## config.mk

```make
export PLATFORM = sky130hd
export DESIGN_NAME = cascaded_second_order_iir_filter_top_flat
export DESIGN_NICKNAME = d
export VERILOG_FILES = /design/src/rtl/core/csoiir_pkg.sv /design/src/rtl/core/csoiir_in_if.sv /design/src/rtl/core/csoiir_out_if.sv /design/src/rtl/core/cascaded_second_order_iir_filter_top.sv /design/src/flat_wrapper.sv
export SDC_FILE = /design/constraint.sdc
export NUM_CORES = 2
export LEC_CHECK = 0
export BUFFER_PORTS_ARGS = -buffer_cell sky130_fd_sc_hd__buf_2
export CAP_MARGIN = 20
export CORE_UTILIZATION = 60
export CTS_CLUSTER_SIZE = 16
export DETAILED_ROUTE_END_ITERATION = 12
export PLACE_DENSITY = 0.77
export SYNTH_ARGS = -nofsm -noshare
export SYNTH_HDL_FRONTEND = slang
export SYNTH_SLANG_ARGS = --single-unit
```

## constraint.sdc

```tcl
create_clock -name clk -period 9.95 [get_ports clk]
set_input_delay 0.4975 -clock clk [delete_from_list [all_inputs] [get_ports clk]]
set_output_delay 0.4975 -clock clk [all_outputs]
set_load 0.03 [all_outputs]
```

## src/rtl/core/csoiir_pkg.sv

```systemverilog
// Package for the cascaded second-order IIR filter.
// Holds the datapath widths, config register indexes, control word types and
// the sequencer program. No dependencies.
package csoiir_pkg;

  localparam int ACC_W   = 50;
  localparam int PROD_W  = 48;
  localparam int COEF_W  = 16;
  localparam int STATE_W = 32;
  localparam int CFG_IDX_W  = 3;
  localparam int CFG_DATA_W = 64;
  localparam int Q_FRAC  = 14;

  localparam logic [CFG_IDX_W-1:0] CFG_GAIN     = 3'd0;
  localparam logic [CFG_IDX_W-1:0] CFG_FORM     = 3'd1;
  localparam logic [CFG_IDX_W-1:0] CFG_SECTIONS = 3'd2;
  localparam logic [CFG_IDX_W-1:0] CFG_COEF0    = 3'd3;

  localparam logic signed [COEF_W-1:0] GAIN_RESET = 16'sd16384;

  localparam logic signed [ACC_W-1:0] SAT32_HI = ACC_W'(64'sd2147483647);
  localparam logic signed [ACC_W-1:0] SAT32_LO = -SAT32_HI - ACC_W'(64'sd1);
  localparam logic signed [ACC_W-1:0] RND_HALF = ACC_W'(64'sd8192);

  typedef logic [3:0] step_t;

  localparam step_t STEP_IDLE    = 4'd0;
  localparam step_t STEP_GAIN    = 4'd1;
  localparam step_t STEP_GLOAD   = 4'd2;
  localparam step_t STEP_SCALE   = 4'd3;
  localparam step_t STEP_MUL_C0  = 4'd4;
  localparam step_t STEP_MUL_C1  = 4'd5;
  localparam step_t STEP_MUL_C2  = 4'd6;
  localparam step_t STEP_W       = 4'd7;
  localparam step_t STEP_ACC_C3  = 4'd8;
  localparam step_t STEP_V       = 4'd9;
  localparam step_t STEP_OUT     = 4'd10;

  typedef enum logic [2:0] {
    MUL_NONE,
    MUL_GAIN_X,
    MUL_C0P,
    MUL_C1Q,
    MUL_C2P,
    MUL_C3Q
  } mul_sel_t;

  // _NEG ops negate the product in direct form II only
  typedef enum logic [2:0] {
    ACC_HOLD,
    ACC_LOAD,
    ACC_LOAD_NEG,
    ACC_ADD,
    ACC_ADD_NEG
  } acc_op_t;

  typedef enum logic [2:0] {
    RES_NONE,
    RES_SCALE,
    RES_W,
    RES_V,
    RES_OUT
  } res_op_t;

  typedef enum logic [2:0] {
    JMP_NEXT,
    JMP_WAIT_IN,
    JMP_NO_SEC,
    JMP_MORE_SEC,
    JMP_WAIT_OUT
  } jmp_t;

  typedef struct packed {
    mul_sel_t mul;
    acc_op_t  acc;
    res_op_t  res;
    jmp_t     jmp;
    step_t    target;
  } ctrl_t;

  function automatic ctrl_t csoiir_rom(input step_t pc);
    ctrl_t w;
    unique case (pc)
      STEP_IDLE:   w = '{MUL_NONE,   ACC_HOLD,     RES_NONE,  JMP_WAIT_IN,  STEP_GAIN};
      STEP_GAIN:   w = '{MUL_GAIN_X, ACC_HOLD,     RES_NONE,  JMP_NEXT,     STEP_IDLE};
      STEP_GLOAD:  w = '{MUL_NONE,   ACC_LOAD,     RES_NONE,  JMP_NEXT,     STEP_IDLE};
      STEP_SCALE:  w = '{MUL_NONE,   ACC_HOLD,     RES_SCALE, JMP_NO_SEC,   STEP_OUT};
      STEP_MUL_C0: w = '{MUL_C0P,    ACC_HOLD,     RES_NONE,  JMP_NEXT,     STEP_IDLE};
      STEP_MUL_C1: w = '{MUL_C1Q,    ACC_LOAD_NEG, RES_NONE,  JMP_NEXT,     STEP_IDLE};
      STEP_MUL_C2: w = '{MUL_C2P,    ACC_ADD_NEG,  RES_NONE,  JMP_NEXT,     STEP_IDLE};
      STEP_W:      w = '{MUL_C3Q,    ACC_LOAD,     RES_W,     JMP_NEXT,     STEP_IDLE};
      STEP_ACC_C3: w = '{MUL_NONE,   ACC_ADD,      RES_NONE,  JMP_NEXT,     STEP_IDLE};
      STEP_V:      w = '{MUL_NONE,   ACC_HOLD,     RES_V,     JMP_MORE_SEC, STEP_MUL_C0};
      STEP_OUT:    w = '{MUL_NONE,   ACC_HOLD,     RES_OUT,   JMP_WAIT_OUT, STEP_IDLE};
      default:     w = '{MUL_NONE,   ACC_HOLD,     RES_NONE,  JMP_NEXT,     STEP_IDLE};
    endcase
    return w;
  endfunction

  function automatic logic signed [STATE_W-1:0] sat32(input logic signed [ACC_W-1:0] v);
    logic signed [STATE_W-1:0] r;
    if (v > SAT32_HI) begin
      r = SAT32_HI[STATE_W-1:0];
    end else if (v < SAT32_LO) begin
      r = SAT32_LO[STATE_W-1:0];
    end else begin
      r = v[STATE_W-1:0];
    end
    return r;
  endfunction

endpackage

```

## src/rtl/core/csoiir_in_if.sv

```systemverilog
// Input sample channel: valid/ready with sample and block-end flag.
// No dependencies.
interface csoiir_in_if #(
  parameter int SAMPLE_BITS = 16
) ();
  logic                          valid;
  logic                          ready;
  logic signed [SAMPLE_BITS-1:0] sample_in;
  logic                          last_in_block;

  modport source (output valid, output sample_in, output last_in_block, input ready);
  modport sink   (input valid, input sample_in, input last_in_block, output ready);
endinterface

```

## src/rtl/core/csoiir_out_if.sv

```systemverilog
// Output sample channel: valid/ready with filtered sample.
// No dependencies.
interface csoiir_out_if #(
  parameter int SAMPLE_BITS = 16
) ();
  logic                          valid;
  logic                          ready;
  logic signed [SAMPLE_BITS-1:0] sample_out;

  modport source (output valid, output sample_out, input ready);
  modport sink   (input valid, input sample_out, output ready);
endinterface

```

## src/rtl/core/cascaded_second_order_iir_filter_top.sv

```systemverilog
// Cascaded second-order IIR filter, top level.
// Depends on csoiir_pkg, csoiir_in_if and csoiir_out_if.
//
// One sample at a time is scaled by a Q2.14 gain and run through up to SECTIONS
// biquad sections (direct form II or coupled form), then saturated to
// SAMPLE_BITS. A small microprogram walks one shared 16x32 multiplier and a
// 50-bit accumulator: each sample passes the gain, gain load and scale steps,
// the section steps for each section applied and the output step, six steps
// per section set by the four products through the single multiplier.
// One idle step follows, so a new sample is accepted only once the last one
// has been loaded into the output register; that load waits on a stalled output.
// The output register frees the input side, so the next sample is taken while
// a result waits. Delays clear at reset and after a beat marked last in block.
module cascaded_second_order_iir_filter_top
  import csoiir_pkg::*;
#(
  parameter int SECTIONS    = 4,
  parameter int SAMPLE_BITS = 16
) (
  input  logic                  clk,
  input  logic                  rst_n,
  csoiir_in_if.sink             in_ch,
  csoiir_out_if.source          out_ch,
  input  logic                  cfg_we,
  input  logic [CFG_IDX_W-1:0]  cfg_index,
  input  logic [CFG_DATA_W-1:0] cfg_data
);

  localparam int SEC_W = (SECTIONS > 1) ? $clog2(SECTIONS) : 1;
  localparam logic signed [STATE_W-1:0] S_HI =
    STATE_W'((64'sd1 <<< (SAMPLE_BITS - 1)) - 64'sd1);
  localparam logic signed [STATE_W-1:0] S_LO = -S_HI - STATE_W'(64'sd1);

  // config
  logic signed [COEF_W-1:0]     gain_r;
  logic                         form_r;
  logic [2:0]                   sections_used_r;
  logic [CFG_DATA_W-1:0]        coef_r [SECTIONS];

  // sequencer
  step_t                        pc_r, pc_nxt;
  ctrl_t                        ctrl;
  logic [SEC_W-1:0]             sec_r;
  logic [2:0]                   sec_n;
  logic                         more_sec;

  // datapath
  logic signed [SAMPLE_BITS-1:0] x_r;
  logic                          last_r;
  logic signed [PROD_W-1:0]      prod_r;
  logic signed [ACC_W-1:0]       acc_r, acc_nxt;
  logic signed [STATE_W-1:0]     v_r, w_r;
  logic signed [STATE_W-1:0]     p_r [SECTIONS];
  logic signed [STATE_W-1:0]     q_r [SECTIONS];
  logic signed [COEF_W-1:0]      mul_a;
  logic signed [STATE_W-1:0]     mul_b;
  logic signed [ACC_W-1:0]       prod_ext, rnd, base_ext, res_sum;
  logic signed [STATE_W-1:0]     base, res_sat, pq_sat, cur_p, cur_q;
  logic signed [COEF_W-1:0]      c0, c1, c2, c3;
  logic signed [SAMPLE_BITS-1:0] out_nxt;
  logic signed [SAMPLE_BITS-1:0] out_sample_r;
  logic                          out_valid_r, out_valid_nxt;
  logic                          in_fire, out_free, out_load, form0;
  logic [CFG_IDX_W-1:0]          coef_idx;

  assign ctrl     = csoiir_rom(pc_r);
  assign form0    = !form_r;
  assign in_fire  = in_ch.valid && in_ch.ready;
  assign out_free = !out_valid_r || out_ch.ready;
  assign out_load = (ctrl.res == RES_OUT) && out_free;

  assign in_ch.ready       = (ctrl.jmp == JMP_WAIT_IN);
  assign out_ch.valid      = out_valid_r;
  assign out_ch.sample_out = out_sample_r;

  assign sec_n    = (sections_used_r > 3'(SECTIONS)) ? 3'(SECTIONS) : sections_used_r;
  assign more_sec = (3'(sec_r) + 3'd1) < sec_n;
  assign coef_idx = cfg_index - CFG_COEF0;

  assign cur_p = p_r[sec_r];
  assign cur_q = q_r[sec_r];
  assign c0 = coef_r[sec_r][0*COEF_W +: COEF_W];
  assign c1 = coef_r[sec_r][1*COEF_W +: COEF_W];
  assign c2 = coef_r[sec_r][2*COEF_W +: COEF_W];
  assign c3 = coef_r[sec_r][3*COEF_W +: COEF_W];

  always_comb begin
    unique case (ctrl.jmp)
      JMP_WAIT_IN:  pc_nxt = in_fire ? ctrl.target : pc_r;
      JMP_NO_SEC:   pc_nxt = (sec_n == 3'd0) ? ctrl.target : pc_r + step_t'(1);
      JMP_MORE_SEC: pc_nxt = more_sec ? ctrl.target : pc_r + step_t'(1);
      JMP_WAIT_OUT: pc_nxt = out_free ? ctrl.target : pc_r;
      default:      pc_nxt = pc_r + step_t'(1);
    endcase
  end

  always_comb begin
    unique case (ctrl.mul)
      MUL_GAIN_X: begin
        mul_a = gain_r;
        mul_b = {{(STATE_W-SAMPLE_BITS){x_r[SAMPLE_BITS-1]}}, x_r};
      end
      MUL_C0P: begin mul_a = c0; mul_b = cur_p; end
      MUL_C1Q: begin mul_a = c1; mul_b = cur_q; end
      MUL_C2P: begin mul_a = c2; mul_b = cur_p; end
      MUL_C3Q: begin mul_a = c3; mul_b = cur_q; end
      default: begin mul_a = '0; mul_b = '0; end
    endcase
  end

  assign prod_ext = {{(ACC_W-PROD_W){prod_r[PROD_W-1]}}, prod_r};

  always_comb begin
    case (ctrl.acc)
      ACC_LOAD:     acc_nxt = prod_ext;
      ACC_LOAD_NEG: acc_nxt = form0 ? -prod_ext : prod_ext;
      ACC_ADD:      acc_nxt = acc_r + prod_ext;
      ACC_ADD_NEG:  acc_nxt = form0 ? acc_r - prod_ext : acc_r + prod_ext;
      default:      acc_nxt = acc_r;
    endcase
  end

  // round half up, then add the running value and saturate
  assign rnd = (acc_r + RND_HALF) >>> Q_FRAC;

  always_comb begin
    case (ctrl.res)
      RES_W:   base = v_r;
      RES_V:   base = form0 ? w_r : v_r;
      default: base = '0;
    endcase
  end

  assign base_ext = {{(ACC_W-STATE_W){base[STATE_W-1]}}, base};
  assign res_sum  = base_ext + rnd;
  assign res_sat  = sat32(res_sum);
  assign pq_sat   = sat32({{(ACC_W-STATE_W){cur_p[STATE_W-1]}}, cur_p}
                        + {{(ACC_W-STATE_W){cur_q[STATE_W-1]}}, cur_q});

  always_comb begin
    if (v_r > S_HI) begin
      out_nxt = S_HI[SAMPLE_BITS-1:0];
    end else if (v_r < S_LO) begin
      out_nxt = S_LO[SAMPLE_BITS-1:0];
    end else begin
      out_nxt = v_r[SAMPLE_BITS-1:0];
    end
  end

  always_comb begin
    if (out_load) begin
      out_valid_nxt = 1'b1;
    end else if (out_ch.ready) begin
      out_valid_nxt = 1'b0;
    end else begin
      out_valid_nxt = out_valid_r;
    end
  end

  always_ff @(posedge clk) begin
    if (!rst_n) begin
      pc_r            <= STEP_IDLE;
      out_valid_r     <= 1'b0;
      gain_r          <= GAIN_RESET;
      form_r          <= 1'b0;
      sections_used_r <= 3'd1;
      for (int i = 0; i < SECTIONS; i++) begin
        coef_r[i] <= '0;
        p_r[i]    <= '0;
        q_r[i]    <= '0;
      end
    end else begin
      pc_r        <= pc_nxt;
      out_valid_r <= out_valid_nxt;
      if (cfg_we) begin
        unique case (cfg_index)
          CFG_GAIN:     gain_r <= cfg_data[COEF_W-1:0];
          CFG_FORM:     form_r <= cfg_data[0];
          CFG_SECTIONS: sections_used_r <= cfg_data[2:0];
          default: begin
            if (cfg_index >= CFG_COEF0 && 32'(coef_idx) < SECTIONS) begin
              coef_r[coef_idx[SEC_W-1:0]] <= cfg_data;
            end
          end
        endcase
      end
      if (ctrl.res == RES_V) begin
        p_r[sec_r] <= w_r;
        q_r[sec_r] <= form0 ? cur_p : pq_sat;
      end
      if (out_load && last_r) begin
        for (int i = 0; i < SECTIONS; i++) begin
          p_r[i] <= '0;
          q_r[i] <= '0;
        end
      end
    end
  end

  always_ff @(posedge clk) begin
    prod_r <= PROD_W'(mul_a) * PROD_W'(mul_b);
    acc_r  <= acc_nxt;
    if (in_fire) begin
      x_r    <= in_ch.sample_in;
      last_r <= in_ch.last_in_block;
    end
    case (ctrl.res)
      RES_SCALE: begin
        v_r   <= res_sat;
        sec_r <= '0;
      end
      RES_W: w_r <= res_sat;
      RES_V: begin
        v_r   <= res_sat;
        sec_r <= sec_r + SEC_W'(1);
      end
      default: ;
    endcase
    if (out_load) begin
      out_sample_r <= out_nxt;
    end
  end

endmodule

```

## src/flat_wrapper.sv

```systemverilog
// flat-port wrapper written by rule: the top's interface ports become plain ports
module cascaded_second_order_iir_filter_top_flat import csoiir_pkg::*;
#(
  parameter int SECTIONS    = 4,
  parameter int SAMPLE_BITS = 16
)
  (clk, rst_n, cfg_we, cfg_index, cfg_data, in_ch_valid, in_ch_sample_in, in_ch_last_in_block, in_ch_ready, out_ch_valid, out_ch_sample_out, out_ch_ready);
  csoiir_in_if #(.SAMPLE_BITS(SAMPLE_BITS)) in_ch_i ();
  csoiir_out_if #(.SAMPLE_BITS(SAMPLE_BITS)) out_ch_i ();
  input  logic clk;
  input  logic rst_n;
  input  logic cfg_we;
  input  logic [CFG_IDX_W-1:0] cfg_index;
  input  logic [CFG_DATA_W-1:0] cfg_data;
  input wire logic [$bits(in_ch_i.valid)-1:0] in_ch_valid;
  input wire logic [$bits(in_ch_i.sample_in)-1:0] in_ch_sample_in;
  input wire logic [$bits(in_ch_i.last_in_block)-1:0] in_ch_last_in_block;
  output wire logic [$bits(in_ch_i.ready)-1:0] in_ch_ready;
  output wire logic [$bits(out_ch_i.valid)-1:0] out_ch_valid;
  output wire logic [$bits(out_ch_i.sample_out)-1:0] out_ch_sample_out;
  input wire logic [$bits(out_ch_i.ready)-1:0] out_ch_ready;
  assign in_ch_i.valid = in_ch_valid;
  assign in_ch_i.sample_in = in_ch_sample_in;
  assign in_ch_i.last_in_block = in_ch_last_in_block;
  assign in_ch_ready = in_ch_i.ready;
  assign out_ch_valid = out_ch_i.valid;
  assign out_ch_sample_out = out_ch_i.sample_out;
  assign out_ch_i.ready = out_ch_ready;
  cascaded_second_order_iir_filter_top #(.SECTIONS(SECTIONS), .SAMPLE_BITS(SAMPLE_BITS)) u_core (.clk(clk), .rst_n(rst_n), .in_ch(in_ch_i), .out_ch(out_ch_i), .cfg_we(cfg_we), .cfg_index(cfg_index), .cfg_data(cfg_data));
endmodule
```

After elaboration in Yosys (flattened, before gate mapping)
Memories as Yosys holds them, arrays and structs flattened. A register that Yosys moved wholly into a read port is not among the register bits.
Index checks and enable logic that the tools add are counted.
Storage, ports and cells
  bits in registers: 222
  bits in writable memories: 512
  memory bits (read-only): 256
  bits of input ports: 89
  logic and storage cells: 145
  memories kept: 4
Memories
  (no name shown): depth 16, bits a word 16, read ports 1, clocked after memory_dff 1, wr ports 0, line csoiir_pkg.sv:83  | unique case (pc)
  u_core.coef_r: depth 4, bits a word 64, read ports 1, clocked after memory_dff 1, wr ports 4, line cascaded_second_order_iir_filter_top.sv:38  | logic [CFG_DATA_W-1:0] coef_r [SECTIONS];
  u_core.p_r: depth 4, bits a word 32, read ports 1, clocked after memory_dff 1, wr ports 4, line cascaded_second_order_iir_filter_top.sv:53  | logic signed [STATE_W-1:0] p_r [SECTIONS];
  u_core.q_r: depth 4, bits a word 32, read ports 1, clocked after memory_dff 1, wr ports 4, line cascaded_second_order_iir_filter_top.sv:54  | logic signed [STATE_W-1:0] q_r [SECTIONS];
Operators by class
  $add $sub $neg: 10
  multipliers: 1
  magnitude comparators: 10
  equality and inequality tests: 21
  mux-type cells: 56
  bitwise gates (word level): 8
  reductions and logical operators: 22
Operator list (number)
  32-bit 2-to-1 mux: 16
  50-bit one-hot mux with 4 select lines: 1
  50-bit by 32-bit greater-than comparator with 1-bit output (second input constant): 2
  50-bit by 32-bit < comparator with 1-bit output (second input constant): 2
  50-bit 2-to-1 mux: 2
  32-bit one-hot mux with 3 select lines: 1
  16-bit one-hot mux with 5 select lines: 1
  64-bit 2-to-1 mux: 1
  32-bit one-hot mux with 2 select lines: 1
  32-bit OR reduction: 2
  64-bit OR reduction: 1
  50-bit by 15-bit adder with 50-bit output (second input constant): 1
  50-bit by 48-bit adder with 50-bit output: 1
  48-bit negation with 50-bit output: 1
  50-bit by 48-bit subtractor with 50-bit output: 1
  16-bit by 32-bit multiplier with 48-bit output: 1
  32-bit by 36-bit adder with 37-bit output: 1
  32-bit by 32-bit adder with 33-bit output: 1
  32-bit by 16-bit greater-than comparator with 1-bit output (second input constant): 1
  32-bit by 16-bit < comparator with 1-bit output (second input constant): 1
  3-bit by 2-bit == test with 1-bit output (second input constant): 9
  4-bit 2-to-1 mux: 6
  1-bit 2-to-1 mux: 17
  16-bit 2-to-1 mux: 1
  other kinds (26): 56

Longest topological paths before layout
  depth in word-level cells: 10
  mapped depth: 34
  depth with buffers taken out: 30

Least setup slack after synthesis
No wires, ideal clock.
  path type: flip-flop to flip-flop
  start: register (tool-made name)
  end: register u_core.prod_r[46]
  data arrival time: 8.053 ns
  data required time: 9.823 ns
  path slack: 1.770 ns
  cell stages (with the launch flop): 30
  buffers on the path: 5
  period minus slack after synthesis: 8.180 ns
  cell sequence: dfxtp_1 > buf_2 > buf_2 > buf_2 > buf_2 > mux4_2 > mux2i_1 > o21a_1 > clkbuf_1 > nor2_1 > fa_1 > inv_1 > fa_1 > fa_1 > inv_1 > fa_1 > fa_1 > inv_1 > fa_1 > inv_1 > ha_1 > and3_1 > nand4_1 > a311oi_1 > o2111ai_1 > a21bo_2 > a21oi_1 > and4b_1 > o2111ai_1 > or3b_1
RTL lines
  end signal, assigned: line cascaded_second_order_iir_filter_top.sv:201  | prod_r <= PROD_W'(mul_a) * PROD_W'(mul_b);
  end, declared: line cascaded_second_order_iir_filter_top.sv:50  | logic signed [PROD_W-1:0] prod_r;

==> results.json <==
{
  "drive_gt1_share_pct": 9.79,
  "drc": 0,
  "report.final.slew_viol_count": 0,
  "p_int_mw": 9.03,
  "fp.dieH_um": 324,
  "yosys-top-cells-area": "edfxtp_1 32%, fa_1 16%, ha_1 5.9%",
  "avgSynthCellArea_um2": 10.1,
  "yosysUniqueCellTypes": 106,
  "cts_tree": "built",
  "num_rows": 117,
  "coreArea_um2": 102000,
  "antenna_found_initial": 14,
  "synth_top_cell_by_area": "edfxtp_1",
  "cp.arrival_ns": 9.83,
  "irDropWorstVdd_v": 0.000205,
  "htree_levels": 3,
  "fin_nets": 6992,
  "drtPass1Iterations": 9,
  "end_kind": "register",
  "placed_area_um2": 64100,
  "synth_edf_count": 661,
  "rr_worst_depth": 27,
  "worst_hold_slack_ns": 0.0302,
  "synthCells": 6132,
  "place_congestion": 1.04,
  "cts_root_buf": "clkbuf_16",
  "via_per_inst": 6.43,
  "detail-route-antenna-nets": 0,
  "rsz0062_at_grt": "no",
  "regToRegSetupSlack_ns": 0.73,
  "synth_top_area_share_pct": 32.0,
  "route.vias.total": 48583,
  "path_class": "reg2reg",
  "clock_sinks": 749,
  "cts_buffers": 83,
  "synthFlopType": "edfxtp_1",
  "p_per_area_nw_per_um2": 252,
  "clkPwrFrac_pct": 19.0,
  "period_needed_ns": 9.22,
  "worstMarginPinSlew_ns": 1.23,
  "min_path_type": "in2reg",
  "cap_violations": 0,
  "track_usage_pct": 36.3,
  "seqPwrFrac_pct": 26.5,
  "finalSetupTns_ns": 0,
  "clkLatencyLatePin_ns": 0.69,
  "critPathRequiredTime_ns": 10.56,
  "hold_path.startpoint": "in_ch_sample_in[11]",
  "cts_resized": 0,
  "switching_share_pct": 46.4,
  "grt_max_degree": 137,
  "leakage_nw": 27.9,
  "whs_path_depth": 1,
  "die_w_um": 324,
  "stdcell_area_um2": 67000,
  "power_mw": 16.9,
  "cp_max_fo": 30,
  "io-pin-count": 107,
  "r2r-end": "u_core.prod_r[42]",
  "setup_viol": 0,
  "layout_worst_path_cycle_share_pct": 92.7,
  "timing.clock.skew_ns": 0.0492,
  "seq_area_frac_synth_pct": 34.8,
  "syn_to_final_growth_pct": 7.97,
  "dp_hpwl_um": 136000,
  "p_switching_mw": 7.83,
  "ys_warn_count": 0,
  "dieArea_um2": 105000,
  "status": "finished, final reports clean",
  "syn_area_um2": 62100,
  "fmax_ghz": 0.108,
  "pwr-share-comb_pct": 54.5,
  "fillerInstances": 8046,
  "drt_iter0_drc": 5295,
  "routed_wl_um": 188000,
  "clockBufferDepth": 3,
  "async_flop_share_pct": 0,
  "ys_ff_latch": 749,
  "hold_viol": 0,
  "grt_pass1_vias": 48240,
  "synth_fp_nets": 7004,
  "wl_per_cell_um": 24.9,
  "critPathLaunchType": "register",
  "maxSlewHeadroom_pct": 17.9,
  "start_util_pct": 60.7,
  "overflow": 0,
  "io_buffer_count": 106,
  "holdPathEnd": "u_core.x_r[11]",
  "clk_pin_slew_ns": 0.06,
  "grt_pass1_wl_um": 287000
}
flip-flops by register name, indices dropped and copies added (netlist names), 2 cells and up, named ones only:
register	cells
u_core.sec_r	2
u_core.coef_r	256
u_core.v_r	32
u_core.p_r	128
u_core.gain_r	16
u_core.sections_used_r	3
u_core.ctrl	13
u_core.x_r	16
u_core.q_r	128
u_core.out_ch.sample_out	16
u_core.pc_r	4
u_core.acc_r	50
u_core.w_r	32
u_core.prod_r	48
power by group through the flow:
stage | sequential, mW | combinational, mW | clock [mW]
6_report | 4.47 | 9.18 | 3.20
3_3_place_gp | 4.51 | 8.77 | 0
3_5_place_dp | 4.52 | 8.83 | 0
4_1_cts | 4.46 | 8.94 | 3.21
5_1_grt | 4.50 | 9.93 | 3.32
2_1_floorplan | 4.23 | 6.37 | 0
metal layers:
metal	vias up	part of all wire, %	global-route usage, %
li1	21340	-	-
met3	496	11	8.62
met1	23947	38	48.0
met2	2788	46	56.7
met5	-	0.040	0
met4	12	5.4	17.2
Yosys cell counts (43+ instances only):
cell,instances
o21a_1,66
nor2_1,536
xor2_1,50
dfxtp_1,88
ha_1,293
edfxtp_1,661
nand2_1,469
o21ai_1,67
o22ai_1,43
a31oi_1,47
and3_1,235
inv_1,735
a21oi_1,275
clkbuf_1,261
nand2b_1,81
nor3_1,84
mux4_2,123
a21o_1,89
nand3_1,74
fa_1,490
o21ai_0,197
o21bai_1,47
nor2b_1,73
and2_1,246
mux2i_1,55
xnor2_1,131
worst max-delay path by stage:
stage | from | endpoint | cells past startpoint
after global routing | register | u_core.prod_r[42] | 27
after global placement | register | u_core.prod_r[42] | 27
after CTS | register | u_core.prod_r[42] | 28
final | register | u_core.prod_r[42] | 27
after floorplan | register | u_core.prod_r[46] | 29
after detailed placement | register | u_core.prod_r[42] | 28
kinds of logic after synthesis:
family	after synthesis	share of synthesized area (%)
AOI/OAI and AO/OA	1207	13.1
xor gates and xnor gates	181	2.55
adders and majority gates	783	21.7
buffers and inverters	1059	6.52
DFF	749	34.8
muxes	202	5.79
and+or+nand+nor	1951	15.5
cell type report:
cell class	instances	area [um^2]	share of cell area, %
flip-flops and latches	749	21600	32.3
repair buffers	224	1490	2.22
inverters	738	2770	4.13
multi-input cells	4324	36600	54.6
well taps	1368	1710	2.55
clock buffers	105	2240	3.35
clock inverters	48	563	0.840
diodes	4	10.0	0.0149
layout by cell type, fill, tap and decap left out, types with 129 or more instances in the layout:
cell type    n
inv_1      735
edfxtp_1   661
nor2_1     529
fa_1       490
nand2_1    463
ha_1       293
a21oi_1    274
and2_1     246
and3_1     234
o21ai_0    192
xnor2_1    129
repair_timing:
item | CTS | global route
hold endpoints to repair | 1 | 0
buffers inserted | 0 | 1
setup endpoints to repair | 0 | 1
hold buffers | 1 | 0
critical path, stage by stage, from the launching register on:
cell	delay (ns)
dfxtp_4	0.72
buf_12	0.32
mux4_2	0.59
mux2i_1	0.49
nor2_1	0.08
a21oi_1	0.15
buf_4	0.24
inv_1	0.10
nor2_1	0.17
fa_1	0.46
fa_1	0.53
fa_1	0.52
fa_1	0.55
fa_1	0.55
inv_1	0.05
fa_1	0.53
inv_1	0.04
ha_1	0.35
and3_1	0.23
nand4_1	0.15
a311oi_1	0.54
o2111ai_1	0.29
a21bo_2	0.32
a21oi_1	0.19
nand3b_1	0.17
a21oi_1	0.08
nor3b_1	0.50
buf_4	0.20
metrics by stage:
stage	setup WS [ns]	instances	util, %
after CTS	0.584	7554	65.5
after global routing	0.222	7559	65.6
after floorplan	1.77	6132	-
final	0.730	7560	65.6
after global placement	0.805	7400	62.8
after detailed placement	0.650	7400	62.8
No activity file was read; power rests on OpenSTA's default activity.
